<file path="config.mk">
export PLATFORM = sky130hd
export DESIGN_NAME = multilevel_feedback_queue_scheduler_top
export DESIGN_NICKNAME = d
export VERILOG_FILES = /design/src/hw/rtl/mfqs_pkg.sv /design/src/hw/rtl/multilevel_feedback_queue_scheduler_top.sv
export SDC_FILE = /design/constraint.sdc
export NUM_CORES = 1
export LEC_CHECK = 0
export ABC_CLOCK_PERIOD_IN_PS = 5100
export BUFFER_PORTS_ARGS = -buffer_cell sky130_fd_sc_hd__buf_2
export CAP_MARGIN = 20
export CORE_MARGIN = 2
export CORE_UTILIZATION = 43
export CTS_BUF_LIST = sky130_fd_sc_hd__clkbuf_16
export DETAILED_ROUTE_END_ITERATION = 8
export GPL_ROUTABILITY_DRIVEN = 0
export GPL_TIMING_DRIVEN = 0
export PLACE_DENSITY = 0.59
export SLEW_MARGIN = 30
export SYNTH_ARGS = -nofsm -noshare
export SYNTH_HDL_FRONTEND = slang
export SYNTH_SLANG_ARGS = --single-unit
</file>
<file path="constraint.sdc">
create_clock -name i_clk -period 5.1 [get_ports i_clk]
set_clock_uncertainty 0.15 [all_clocks]
set_input_delay 0 -clock i_clk [delete_from_list [all_inputs] [get_ports i_clk]]
set_output_delay 0 -clock i_clk [all_outputs]
set_load 0.05 [all_outputs]
</file>
<file path="src/hw/rtl/mfqs_pkg.sv">
`timescale 1ns / 1ps
`default_nettype none

package mfqs_pkg;

    localparam int CMD_W     = 3;
    localparam int TID_W     = 4;
    localparam int LVL_OUT_W = 3;

    typedef enum logic [CMD_W-1:0] {
        CMD_NEW     = 3'd0,
        CMD_BLOCK   = 3'd1,
        CMD_END     = 3'd2,
        CMD_TIMER   = 3'd3,
        CMD_UNBLOCK = 3'd4
    } t_cmd;

    typedef enum logic {
        S_IDLE = 1'b0,
        S_EXEC = 1'b1
    } t_state;

endpackage

`default_nettype wire

</file>
<file path="src/hw/rtl/multilevel_feedback_queue_scheduler_top.sv">
// Multilevel feedback queue scheduler. One event (new, block, end, timer tick,
// unblock) is taken when start is high and busy is low; busy then stays high
// for one cycle while the event executes, and the result word is shown for
// exactly one cycle with o_done high in the cycle after that. The execute
// cycle is needed for the read latency of the queue entry memory and the
// per-thread level memory, which are both read at the accept edge and updated
// at the end of the execute cycle. The receiver cannot stall: every result
// must be taken in the cycle that o_done marks. No clearing pass is needed
// after reset; the block is ready in the first cycle out of reset.
`timescale 1ns / 1ps
`default_nettype none

module multilevel_feedback_queue_scheduler_top #(
    parameter int MAX_THREADS = 16,
    parameter int LEVELS      = 5
) (
    input  wire                          i_clk,
    input  wire                          i_rst_n,
    input  wire                          start,
    output logic                         busy,
    input  wire  [mfqs_pkg::CMD_W-1:0]   i_command,
    input  wire  [mfqs_pkg::TID_W-1:0]   i_thread_id,
    output logic                         o_done,
    output logic                         o_switched,
    output logic [mfqs_pkg::TID_W-1:0]   o_old_thread,
    output logic [mfqs_pkg::TID_W-1:0]   o_next_thread,
    output logic [mfqs_pkg::LVL_OUT_W-1:0] o_next_level,
    output logic                         o_none_ready,
    output logic                         o_queue_overflow
);

    import mfqs_pkg::*;

    localparam int TW    = $clog2(MAX_THREADS);
    localparam int PW    = $clog2(MAX_THREADS);
    localparam int CW    = $clog2(MAX_THREADS + 1);
    localparam int LW    = $clog2(LEVELS);
    localparam int DEPTH = LEVELS * MAX_THREADS;
    localparam int AW    = $clog2(DEPTH);

    function automatic logic [AW-1:0] f_addr(input logic [LW-1:0] lv, input logic [PW-1:0] p);
        logic [AW-1:0] base;
        base = AW'(AW'(lv) * AW'(MAX_THREADS));
        return base + AW'(p);
    endfunction

    function automatic logic [PW-1:0] f_inc(input logic [PW-1:0] p);
        logic [PW-1:0] q;
        if (32'(p) == MAX_THREADS - 1) begin
            q = '0;
        end else begin
            q = p + PW'(1);
        end
        return q;
    endfunction

    // memories
    logic [TID_W-1:0] r_store [DEPTH];
    logic [LW-1:0]    r_level_mem [MAX_THREADS];
    logic [MAX_THREADS-1:0] r_level_vld;

    t_state r_state, n_state;
    t_cmd   r_cmd;
    logic [TID_W-1:0] r_tid;
    logic [TID_W-1:0] r_running;
    logic [TID_W-1:0] r_store_rd;
    logic [LW-1:0]    r_level_rd;
    logic             r_level_rd_vld;

    logic [PW-1:0] r_head  [LEVELS];
    logic [PW-1:0] r_tail  [LEVELS];
    logic [CW-1:0] r_count [LEVELS];

    logic                   r_done;
    logic                   r_switched;
    logic [TID_W-1:0]       r_old_thread;
    logic [TID_W-1:0]       r_next_thread;
    logic [LVL_OUT_W-1:0]   r_next_level;
    logic                   r_none_ready;
    logic                   r_overflow;

    logic              accept;
    logic [LEVELS-1:0] nz;
    logic [LEVELS-1:0] full;
    logic [LW-1:0]     dsp_lvl;
    logic              dsp_any;
    logic [TID_W-1:0]  lvl_rd_tid;

    logic [LW-1:0]    lv_cur;
    logic             tid_ok;
    logic             run_ok;
    logic             push_en;
    logic             push_ok;
    logic             overflow;
    logic [LW-1:0]    push_lv;
    logic [TID_W-1:0] push_tid;
    logic             lvl_we;
    logic [TID_W-1:0] lvl_wtid;
    logic [LW-1:0]    lvl_wdata;
    logic             dispatch;
    logic             pop;

    // control
    always_ff @(posedge i_clk) begin
        if (!i_rst_n) begin
            r_state <= S_IDLE;
        end else begin
            r_state <= n_state;
        end
    end

    always_comb begin
        n_state = r_state;
        busy    = 1'b0;
        accept  = 1'b0;
        unique case (r_state)
            S_IDLE: begin
                accept = start;
                if (start) begin
                    n_state = S_EXEC;
                end
            end
            S_EXEC: begin
                busy    = 1'b1;
                n_state = S_IDLE;
            end
            default: n_state = S_IDLE;
        endcase
    end

    // occupancy and lowest-numbered (highest priority) non-empty level
    always_comb begin
        dsp_lvl = '0;
        dsp_any = 1'b0;
        for (int l = 0; l < LEVELS; l++) begin
            nz[l]   = (r_count[l] != '0);
            full[l] = (r_count[l] == CW'(MAX_THREADS));
        end
        for (int l = LEVELS - 1; l >= 0; l--) begin
            if (nz[l]) begin
                dsp_lvl = LW'(l);
                dsp_any = 1'b1;
            end
        end
    end

    assign lvl_rd_tid = (i_command == CMD_TIMER) ? r_running : i_thread_id;

    // accept edge: latch the event and start both memory reads
    always_ff @(posedge i_clk) begin
        if (accept) begin
            r_cmd          <= t_cmd'(i_command);
            r_tid          <= i_thread_id;
            r_store_rd     <= r_store[f_addr(dsp_lvl, r_head[dsp_lvl])];
            r_level_rd     <= r_level_mem[TW'(lvl_rd_tid)];
            r_level_rd_vld <= r_level_vld[TW'(lvl_rd_tid)];
        end
    end

    // execute cycle decode
    always_comb begin
        lv_cur    = r_level_rd_vld ? r_level_rd : '0;
        tid_ok    = (32'(r_tid) < MAX_THREADS);
        run_ok    = (32'(r_running) < MAX_THREADS);
        push_en   = 1'b0;
        push_lv   = '0;
        push_tid  = r_tid;
        lvl_we    = 1'b0;
        lvl_wtid  = r_tid;
        lvl_wdata = '0;
        dispatch  = 1'b0;
        unique case (r_cmd) inside
            CMD_NEW: begin
                if (tid_ok) begin
                    push_en = 1'b1;
                    lvl_we  = 1'b1;
                end
            end
            CMD_BLOCK, CMD_END: begin
                dispatch = 1'b1;
            end
            CMD_TIMER: begin
                if (run_ok && (32'(lv_cur) < LEVELS - 1) && nz[lv_cur]) begin
                    push_en   = 1'b1;
                    push_lv   = lv_cur + LW'(1);
                    push_tid  = r_running;
                    lvl_we    = 1'b1;
                    lvl_wtid  = r_running;
                    lvl_wdata = lv_cur + LW'(1);
                    dispatch  = 1'b1;
                end
            end
            CMD_UNBLOCK: begin
                if (tid_ok) begin
                    push_en = 1'b1;
                    push_lv = lv_cur;
                end
            end
            default: begin
            end
        endcase
        overflow = push_en && full[push_lv];
        push_ok  = push_en && !full[push_lv];
        pop      = (r_state == S_EXEC) && dispatch && dsp_any;
    end

    // write back
    always_ff @(posedge i_clk) begin
        if ((r_state == S_EXEC) && push_ok) begin
            r_store[f_addr(push_lv, r_tail[push_lv])] <= push_tid;
        end
        if ((r_state == S_EXEC) && lvl_we) begin
            r_level_mem[TW'(lvl_wtid)] <= lvl_wdata;
        end
    end

    always_ff @(posedge i_clk) begin
        if (!i_rst_n) begin
            r_level_vld <= '0;
            r_running   <= '0;
            for (int l = 0; l < LEVELS; l++) begin
                r_head[l]  <= '0;
                r_tail[l]  <= '0;
                r_count[l] <= '0;
            end
        end else if (r_state == S_EXEC) begin
            if (lvl_we) begin
                r_level_vld[TW'(lvl_wtid)] <= 1'b1;
            end
            if (pop) begin
                r_running <= r_store_rd;
            end
            for (int l = 0; l < LEVELS; l++) begin
                if (push_ok && (push_lv == LW'(l))) begin
                    r_tail[l] <= f_inc(r_tail[l]);
                end
                if (pop && (dsp_lvl == LW'(l))) begin
                    r_head[l] <= f_inc(r_head[l]);
                end
                r_count[l] <= r_count[l]
                            + CW'(push_ok && (push_lv == LW'(l)))
                            - CW'(pop && (dsp_lvl == LW'(l)));
            end
        end
    end

    // result word
    always_ff @(posedge i_clk) begin
        if (!i_rst_n) begin
            r_done <= 1'b0;
        end else begin
            r_done <= (r_state == S_EXEC);
        end
    end

    always_ff @(posedge i_clk) begin
        if (r_state == S_EXEC) begin
            r_switched    <= dispatch;
            r_old_thread  <= dispatch ? r_running : '0;
            r_next_thread <= pop ? r_store_rd : '0;
            r_next_level  <= pop ? LVL_OUT_W'(dsp_lvl) : '0;
            r_none_ready  <= dispatch && !dsp_any;
            r_overflow    <= overflow;
        end
    end

    assign o_done           = r_done;
    assign o_switched       = r_switched;
    assign o_old_thread     = r_old_thread;
    assign o_next_thread    = r_next_thread;
    assign o_next_level     = r_next_level;
    assign o_none_ready     = r_none_ready;
    assign o_queue_overflow = r_overflow;

    a_exec_one_cycle: assert property (@(posedge i_clk) disable iff (!i_rst_n)
        (start && !busy) |=> (busy ##1 (!busy && o_done)))
        else $error("event did not finish in two cycles");

    a_done_only_after_exec: assert property (@(posedge i_clk) disable iff (!i_rst_n)
        o_done |-> $past(r_state == S_EXEC))
        else $error("result strobe without an executed event");

    a_running_follows_dispatch: assert property (@(posedge i_clk) disable iff (!i_rst_n)
        (o_done && o_switched && !o_none_ready) |-> (r_running == o_next_thread))
        else $error("running thread does not match dispatched thread");

    a_quiet_without_switch: assert property (@(posedge i_clk) disable iff (!i_rst_n)
        (o_done && !o_switched) |-> (o_old_thread == '0 && o_next_thread == '0
                                     && o_next_level == '0 && !o_none_ready))
        else $error("dispatch fields set without a switch");

    a_none_ready_clean: assert property (@(posedge i_clk) disable iff (!i_rst_n)
        (o_done && o_none_ready) |-> (o_next_thread == '0 && o_next_level == '0
                                      && o_switched))
        else $error("empty dispatch reports a thread");

endmodule

`default_nettype wire

</file>
# After elaboration in Yosys (flattened, before gate mapping)
# Memory sizes are Yosys's and may differ from the RTL's. A register that Yosys moved wholly into a read port is not among the register bits.
# Index checks and enable logic that the tools add are counted.
dict set report totals {
  n_memories 5
  regBits 44
  word_cells 260
  in_bits 10
  mem_bits_rw 433
}
# memory words word_bits read_ports rd_clocked_by_memory_dff write_ports line_no
set memory_table {}
lappend memory_table {r_store 80 4 1 1 1 multilevel_feedback_queue_scheduler_top.sv:58} ;# logic [TID_W-1:0] r_store [DEPTH];
lappend memory_table {r_level_mem 16 3 1 1 1 multilevel_feedback_queue_scheduler_top.sv:59} ;# logic [LW-1:0] r_level_mem [MAX_THREADS];
lappend memory_table {r_count 5 5 5 0 5 multilevel_feedback_queue_scheduler_top.sv:72} ;# logic [CW-1:0] r_count [LEVELS];
lappend memory_table {r_head 5 4 6 0 5 multilevel_feedback_queue_scheduler_top.sv:70} ;# logic [PW-1:0] r_head [LEVELS];
lappend memory_table {r_tail 5 4 6 0 5 multilevel_feedback_queue_scheduler_top.sv:71} ;# logic [PW-1:0] r_tail [LEVELS];
dict set report op_classes {
  eq_ne 28
  n_reduce_logical 33
  n_mux 135
  bitwise 17
  order_cmp 6
  add_sub_neg 23
}
# operator n
set op_table {}
lappend op_table {{2-to-1 mux 4 bit} 53}
lappend op_table {{2-to-1 mux 1 bit} 60}
lappend op_table {{adder 4 x 1 -> 4 bit, second input constant} 10}
lappend op_table {{== test 4 bit, second input constant} 10}
lappend op_table {{adder 5 x 1 -> 5 bit} 5}
lappend op_table {{== test 5 bit, second input constant} 5}
lappend op_table {{2-to-1 mux 5 bit} 5}
lappend op_table {{nonzero test 5 bit} 5}
lappend op_table {{subtractor 5 x 1 -> 5 bit} 5}
lappend op_table {{2-to-1 mux 3 bit} 8}
lappend op_table {{== test 3 x 2 -> 1 bit, second input constant} 7}
lappend op_table {{logical AND 1 bit} 19}
lappend op_table {{bitwise OR 16 bit} 1}
lappend op_table {{bitwise OR 1 bit} 15}
lappend op_table {{adder 7 x 4 -> 7 bit} 2}
lappend op_table {{< comparator 4 x 5 -> 1 bit, second input constant} 2}
lappend op_table {{== test 3 x 1 -> 1 bit, second input constant} 3}
lappend op_table {{== test 3 bit, second input constant} 3}
lappend op_table {{logical NOT 3 bit} 3}
lappend op_table {{< comparator 3 x 4 -> 1 bit, second input constant} 2}
lappend op_table {{case mux 1 bit (2 select lines)} 4}
lappend op_table {{binary-select mux 1 bit (select 3 bit)} 2}
lappend op_table {{case mux 3 bit (2 select lines)} 1}
lappend op_table {{binary-select mux 1 bit (select 4 bit)} 1}
lappend op_table {{other kinds (8)} 11}

# Logic depth before layout (Yosys ltp)
# Gate-level depths: netlist of the first run.
# An unclocked memory read counts as a cell.
dict set report depth {
  ltp_word 17
  mapped_depth 19
}

# Least setup slack after synthesis of the first run
# No wires, ideal clock.
dict set report synth_timing {
  kind {register -> register}
  start {memory r_count[0][8] in the netlist's numbering}
  end {memory r_count[0][14] in the netlist's numbering (data pin)}
  t_arrival_ps 3832
  setup_ps 157
  path_stages_with_launch 18
  period_less_slack_ps 4138
  path_buffers 1
  path_slack_ps 962
  path_cell_list {edfxtp_1 > inv_1 > ha_1 > nor4b_4 > mux2i_1 > o211ai_2 > clkbuf_1 > o21ai_1 > nand3_1 > nor3_1 > ha_1 > inv_1 > ha_1 > fa_1 > a21oi_1 > nor2_1 > or3_1 > a21oi_1}
}
# element line_no
set synth_lines {}
lappend synth_lines {{start: declaration} multilevel_feedback_queue_scheduler_top.sv:72}

==> results_dict.tcl, run 1 <==
set metrics [dict create \
    synth_top_flop_cell "edfxtp_1" \
    postSynthCellCount 1650 \
    start_util_pct 43.67 \
    hold_violations 0 \
    synth_cell_types 78 \
    ys_seq_area_share_pct 65.07 \
    switchingPower_w 0.002319 \
    clk_pin_slew_worst_paths_ps 60 \
    synth_area_per_cell_um2 13.33 \
    numCtsBuffers 51 \
    num-fill-cells 4337 \
    io_pins 26 \
    p_total_w 0.009047 \
    wl_per_cell_um 24.74 \
    worstMarginPinSlew_ps 1078 \
    core_area_mm2 0.05038 \
    grt_pass1_vias 14250 \
    hp-class "in -> reg" \
    dpl_cell_area_mm2 0.02308 \
    dieArea_mm2 0.05298 \
    holdPathStages 2 \
    root_buffer "clkbuf_16" \
    drt_pass1_iterations 5 \
    p_clk_share_pct 38.9 \
    dr_wl_met2_um 27780 \
    grt_use_total_pct 23.08 \
    outcome "finished clean" \
    reg2reg_depth 14 \
    critical_path_class "reg -> reg" \
    synth_nets 1706 \
    port_buffers 24 \
    finalCritPeriodShare_pct 98.54 \
    wl_met1_um 25840 \
    rows 82 \
    synth_edf_count 462 \
    crit_arrival_ps 5210 \
    cts.path.max_buffers 3 \
    slew_headroom_pct 27.66 \
    end_kind "flop" \
    share_comb_of_total_power_pct 11.6 \
    power.leakage_nw 8.845 \
    setup_viol 0 \
    max_freq_mhz 199.0 \
    required_ps 5280 \
    period_needed_ps 5025 \
    cts_tree "done" \
    max_cap_violations 0 \
    stdcell_count 2469 \
    dp_slack_ps -608.4 \
    grt_overflow 0 \
    ys.warnings.count 0 \
    htreeDepth 2 \
    drtAntennaViolNets 0 \
    power.internal_w 0.006728 \
    power.density_mw_per_mm2 359.8 \
    critPathLaunchType "flop" \
    fin_nets 1816 \
    drc 0 \
    clock_sinks 484 \
    seqPwrFrac_pct 49.5 \
    ir_drop_mv 0.3454 \
    vias_per_cell 5.933 \
    drt-initial-drc-count 1721 \
    syn_to_final_growth_pct 14.31 \
    vias 14650 \
    design_area_mm2 0.02514 \
    final_cell_mix "edfxtp_1, nand2_1, nor2_1" \
    finalMaxSlewViolations 0 \
    layout_commonest_cell "edfxtp_1" \
    grt_pass1_wl_um 90880 \
    cp_max_fo 10 \
    antenna_cells 0 \
    wl_met3_um 4880 \
    async_flop_share_pct 0 \
    switching_share_pct 25.63 \
    layout_setup_ws_ps 74.59 \
    synth_seq_cells 484 \
    netlist_area_mm2 0.02200 \
    die_x_um 230.2 \
    hpwlAfterDp_um 42270 \
    fin_setup_tns_ps 0 \
    dieHeight_um 230.2 \
    dp.cells 2352 \
    grt_start_max_net_pins 53 \
    antenna_found_initial 0 \
    drt-total-wl_um 61090 \
    drive_gt1_share_pct 12.30 \
    clk_latency_ps 620 \
    top_layer "met4" \
]
[repair_timing]
action,4_1_cts,5_1_grt
hold buffers,15,0
endpoints found under the hold margin,41,0
gates cloned,1,0
endpoints found under the setup margin,327,234
gates resized for setup,24,23
setup buffers,8,5
pin swaps,1,3
[cell usage after synthesis (8+ instances only)]
master     instances  area [um^2]
a21oi_1           56        280.3
a211oi_1          41        307.8
nand2_1          163        611.8
a2111oi_0         10        87.58
edfxtp_1         462        13870
mux2i_1          115         1151
and2_1            27        168.9
o21a_1            21        157.7
nand4_1           15        93.84
o21ai_0           36        180.2
dfxtp_1           22        440.4
buf_6             11        123.9
nand4b_1          11        96.34
buf_2             18        90.09
nor2_1           123        461.7
a31oi_1           16        100.1
xnor2_1           19        166.4
nor3b_1            9        67.56
clkbuf_1          39        146.4
and3_1            24        150.1
a311oi_1          24        210.2
mux4_1             8        210.2
nor3_1            56        280.3
inv_1             67        251.5
ha_1              41        513.0
or3_1              8        50.05
mux4_2            11        247.7
nand3_1           67        335.3
[per-layer routing]
layer | track usage, % | vias to the layer above
li1 | - | 6520
met1 | 31.93 | 7305
met2 | 36.02 | 678
met3 | 4.018 | 146
met4 | 9.778 | 0
met5 | 0 | -
[power groups by stage]
stage	Sequential (W)	Combinational (W)	Clock [W]
floorplan	0.00457	0.000610	0
global placement	0.00456	0.000969	0
detailed placement	0.00456	0.000994	0
CTS	0.00448	0.00102	0.00356
global route	0.00448	0.00112	0.00370
finish	0.00448	0.00105	0.00352
[registers in the layout, indices dropped and copies added, names as in the netlist, 3 cells and up]
| name | flops |
|---|---|
| o_old_thread | 4 |
| r_count | 25 |
| r_level_vld | 16 |
| r_level_mem | 48 |
| o_next_thread | 4 |
| r_tid | 4 |
| r_cmd | 3 |
| o_next_level | 3 |
| r_running | 4 |
| r_tail | 20 |
| r_store_rd | 4 |
| r_head | 20 |
| r_level_rd | 3 |
| r_store | 320 |
[critical path, stage by stage, from the launching register on]
cell             delay [ps]
edfxtp_1                420
inv_1                   100
ha_1                    190
nor4b_4                 370
buf_2                   330
nand4_2                 230
nor3_1                  510
a31o_2                  270
buf_6                   230
buf_2                   330
clkdlybuf4s15_2         550
nor2_1                  100
a22oi_1                 300
nand4_1                 230
o31a_1                  420
[cells by family (layout without fill, tap and decap cells)]
| kind of cell | count (synthesis) | in the layout | share of synthesized area [%] |
|---|---|---|---|
| compound gates | 262 | 262 | 8.168 |
| xor+xnor | 26 | 26 | 1.035 |
| fa+ha+maj | 46 | 46 | 2.787 |
| buf+inv | 146 | 293 | 3.089 |
| flops | 484 | 484 | 65.07 |
| mux | 136 | 136 | 7.417 |
| simple gates | 550 | 550 | 12.43 |
[through the flow]
step	util (%)	hold WS, ps
4_1_cts	49.60	8.216
3_3_place_gp	45.57	39.66
2_1_floorplan	-	-51.13
6_report	49.91	36.45
3_5_place_dp	45.82	46.59
5_1_grt	49.91	17.29
[path summary, 6_finish.rpt]
| path | from | to | slack, ps |
|---|---|---|---|
| worst min register to register | r_level_vld[11] | r_level_vld[11] | 310 |
| worst max-delay path | r_count[0][13] | r_store_rd[3] | 70 |
| worst min-delay path | i_thread_id[1] | r_tid[1] | 40 |
| worst max register to register | r_count[0][13] | r_store_rd[3] | 70 |
[final cells by class]
class,count,area (um^2),area share (%)
Clock inverter,39,289.0,1.149
Timing Repair inverter,1,5.005,0.01990
Buffer,77,435.4,1.732
Inverter,67,262.8,1.045
Multi-Input combinational cell,1020,7242,28.80
Sequential cell,484,14310,56.93
Clock buffer,51,1276,5.076
Tap cell,672,840.8,3.344
Timing Repair Buffer,58,479.2,1.906
No activity file was read; power rests on OpenSTA's default activity.
==> inputs of run 2 (changes only) <==
--- a/config.mk
+++ b/config.mk
@@ -5,17 +5,16 @@
 export SDC_FILE = /design/constraint.sdc
 export NUM_CORES = 1
 export LEC_CHECK = 0
-export ABC_CLOCK_PERIOD_IN_PS = 5100
-export BUFFER_PORTS_ARGS = -buffer_cell sky130_fd_sc_hd__buf_2
+export ABC_CLOCK_PERIOD_IN_PS = 5900
 export CAP_MARGIN = 20
 export CORE_MARGIN = 2
 export CORE_UTILIZATION = 43
 export CTS_BUF_LIST = sky130_fd_sc_hd__clkbuf_16
 export DETAILED_ROUTE_END_ITERATION = 8
+export DONT_BUFFER_PORTS = 1
 export GPL_ROUTABILITY_DRIVEN = 0
 export GPL_TIMING_DRIVEN = 0
 export PLACE_DENSITY = 0.59
-export SLEW_MARGIN = 30
 export SYNTH_ARGS = -nofsm -noshare
 export SYNTH_HDL_FRONTEND = slang
 export SYNTH_SLANG_ARGS = --single-unit
==> constraint.sdc (replaced) <==
create_clock -name i_clk -period 5.9 [get_ports i_clk]
set_clock_uncertainty 0.15 [all_clocks]
set_input_delay 0 -clock i_clk [delete_from_list [all_inputs] [get_ports i_clk]]
set_output_delay 0 -clock i_clk [all_outputs]
set_load 0.05 [all_outputs]
==> results_dict.tcl, run 2 (synthesized netlist as in run 1, its figures left out) <==
set metrics [dict create \
    drive_gt1_share_pct 9.352 \
    cp_cell_sequence "inv_1 > ha_1 > nor4b_4 > mux2i_1 > o2111ai_1 > inv_1 > nor2_2 > mux2i_1 > mux2i_1 > mux2i_1 > nand3_1 > nor2_1" \
    critical_path_class "reg -> reg" \
    dpl_cell_area_mm2 0.02298 \
    clk_latency_ps 620 \
    power.internal_w 0.006137 \
    crit_arrival_ps 5640 \
    ir_drop_mv 0.2206 \
    layout_setup_ws_ps 350.3 \
    max_freq_mhz 180.2 \
    largest_reg_flops 320 \
    hp-class "in -> reg" \
    grt_pass1_wl_um 91580 \
    required_ps 5990 \
    dieHeight_um 230.2 \
    finalMaxSlewViolations 0 \
    switching_share_pct 24.89 \
    cp_slowest_cell "nand3_1" \
    drtAntennaViolNets 0 \
    drt-initial-drc-count 1501 \
    hpwlAfterDp_um 41980 \
    num-fill-cells 4390 \
    grt_overflow 0 \
    drt-total-wl_um 61370 \
    switchingPower_w 0.002033 \
    grtUsageMet2_pct 35.58 \
    syn_to_final_growth_pct 13.55 \
    seqPwrFrac_pct 47.5 \
    final_cell_mix "edfxtp_1, nand2_1, nor2_1" \
    worstMarginPinSlew_ps 1073 \
    grt_use_total_pct 23.24 \
    vias 14430 \
    drc 0 \
    cts_tree "done" \
    cts.path.max_buffers 3 \
    start_util_pct 43.67 \
    grt_start_max_net_pins 83 \
    grt-busiest-layer "met2" \
    grt_use_met3_pct 5.494 \
    drt_pass1_iterations 6 \
    finalCritPeriodShare_pct 94.06 \
    antenna_found_initial 1 \
    core_area_mm2 0.05038 \
    io_pins 26 \
    end_kind "flop" \
    clock_sinks 484 \
    p_total_w 0.008170 \
    die_x_um 230.2 \
    power.leakage_nw 8.777 \
    crit_top_cell "mux2i_1" \
    outcome "finished clean" \
    fin_nets 1788 \
    numCtsBuffers 52 \
    htreeDepth 2 \
    vias_per_cell 5.897 \
    cp_max_fo 20 \
    dieArea_mm2 0.05298 \
    holdWs_ps 80.16 \
    power.density_mw_per_mm2 327.1 \
    fin_setup_tns_ps 0 \
    dp_slack_ps 237.1 \
    grt_pass1_vias 14190 \
    max_cap_violations 0 \
    slew_headroom_pct 27.96 \
    rsz0062_at_grt "false" \
    regArea_mm2 0.01431 \
    share_comb_of_total_power_pct 10.6 \
    clk_pin_slew_worst_paths_ps 60 \
    slowest_delay_ps 770 \
    multiInputGateArea_mm2 0.007027 \
    wl_per_cell_um 25.08 \
    critPathLaunchType "flop" \
    layout_commonest_cell "edfxtp_1" \
    root_buffer "clkbuf_16" \
    hold_violations 0 \
    p_clk_share_pct 41.9 \
    antenna_cells 0 \
    use_met1_pct 32.41 \
    rows 82 \
    design_area_mm2 0.02498 \
    period_needed_ps 5550 \
    setup_viol 0 \
    port_buffers 0 \
]
## run 2: cell count changes in the layout (fill, tap and decap cells not counted), sizes merged
cell           before  now
inv                76   79
clkbuf             89   92
bufinv              3    9
clkdlybuf4s15       1    0
buf                81   52
dlygate4sd3        15   16
clkinv             26   21
## run 2: stage by stage
stage,instances,utilization [%]
2_1_floorplan,1650,-
3_3_place_gp,2322,45.34
3_5_place_dp,2330,45.61
6_report,2447,49.58
4_1_cts,2443,49.49
5_1_grt,2447,49.58
## run 2: power by group through the flow
| stage | Sequential (W) | Combinational [W] | Clock (W) |
|---|---|---|---|
| after global routing | 0.00389 | 0.000921 | 0.00361 |
| final | 0.00388 | 0.000866 | 0.00342 |
| after global placement | 0.00396 | 0.000811 | 0 |
| after floorplan | 0.00395 | 0.000527 | 0 |
| after CTS | 0.00388 | 0.000850 | 0.00346 |
| after detailed placement | 0.00396 | 0.000837 | 0 |
## run 2: layout make-up
type                       count  area share [%]
buffer                        79           1.713
clock buffer                  53           5.310
clock inverter                44           1.868
inverter                      67           1.007
multi-input combinational   1020           28.13
sequential                   484           57.31
tap                          672           3.366
timing repair buffer          28           1.297
## run 2: worst paths after layout
kind / from / to / slack [ps] / cells past startpoint
max reg2reg: r_count[0][8] / r_store[62][1] / 350 / 12
min reg2reg: r_level_vld[7] / r_level_vld[7] / 310 / 1
min: i_command[0] / r_level_rd[1] / 80 / 3
max: r_count[0][8] / r_store[62][1] / 350 / 12
## run 2: critical path: cells and delay by family (launching register included)
kind | cells | cell delay (ps)
compound gates | 1 | 450
fa+ha+maj | 1 | 190
buf+inv | 2 | 550
flops | 1 | 410
mux | 4 | 940
simple gates | 4 | 2480
## run 2: repair_timing
item                                    in CTS  in global routing
resized for setup                            0                  3
buffers inserted                             0                  2
hold buffers                                16                  0
endpoints found under the hold margin       31                  0
endpoints found under the setup margin       0                 38
## run 2: routing by layer
layer	wire [um]	vias up
li1	-	6468
met4	2075	0
met2	27770	679
met1	26030	7159
met5	0	-
met3	5492	124
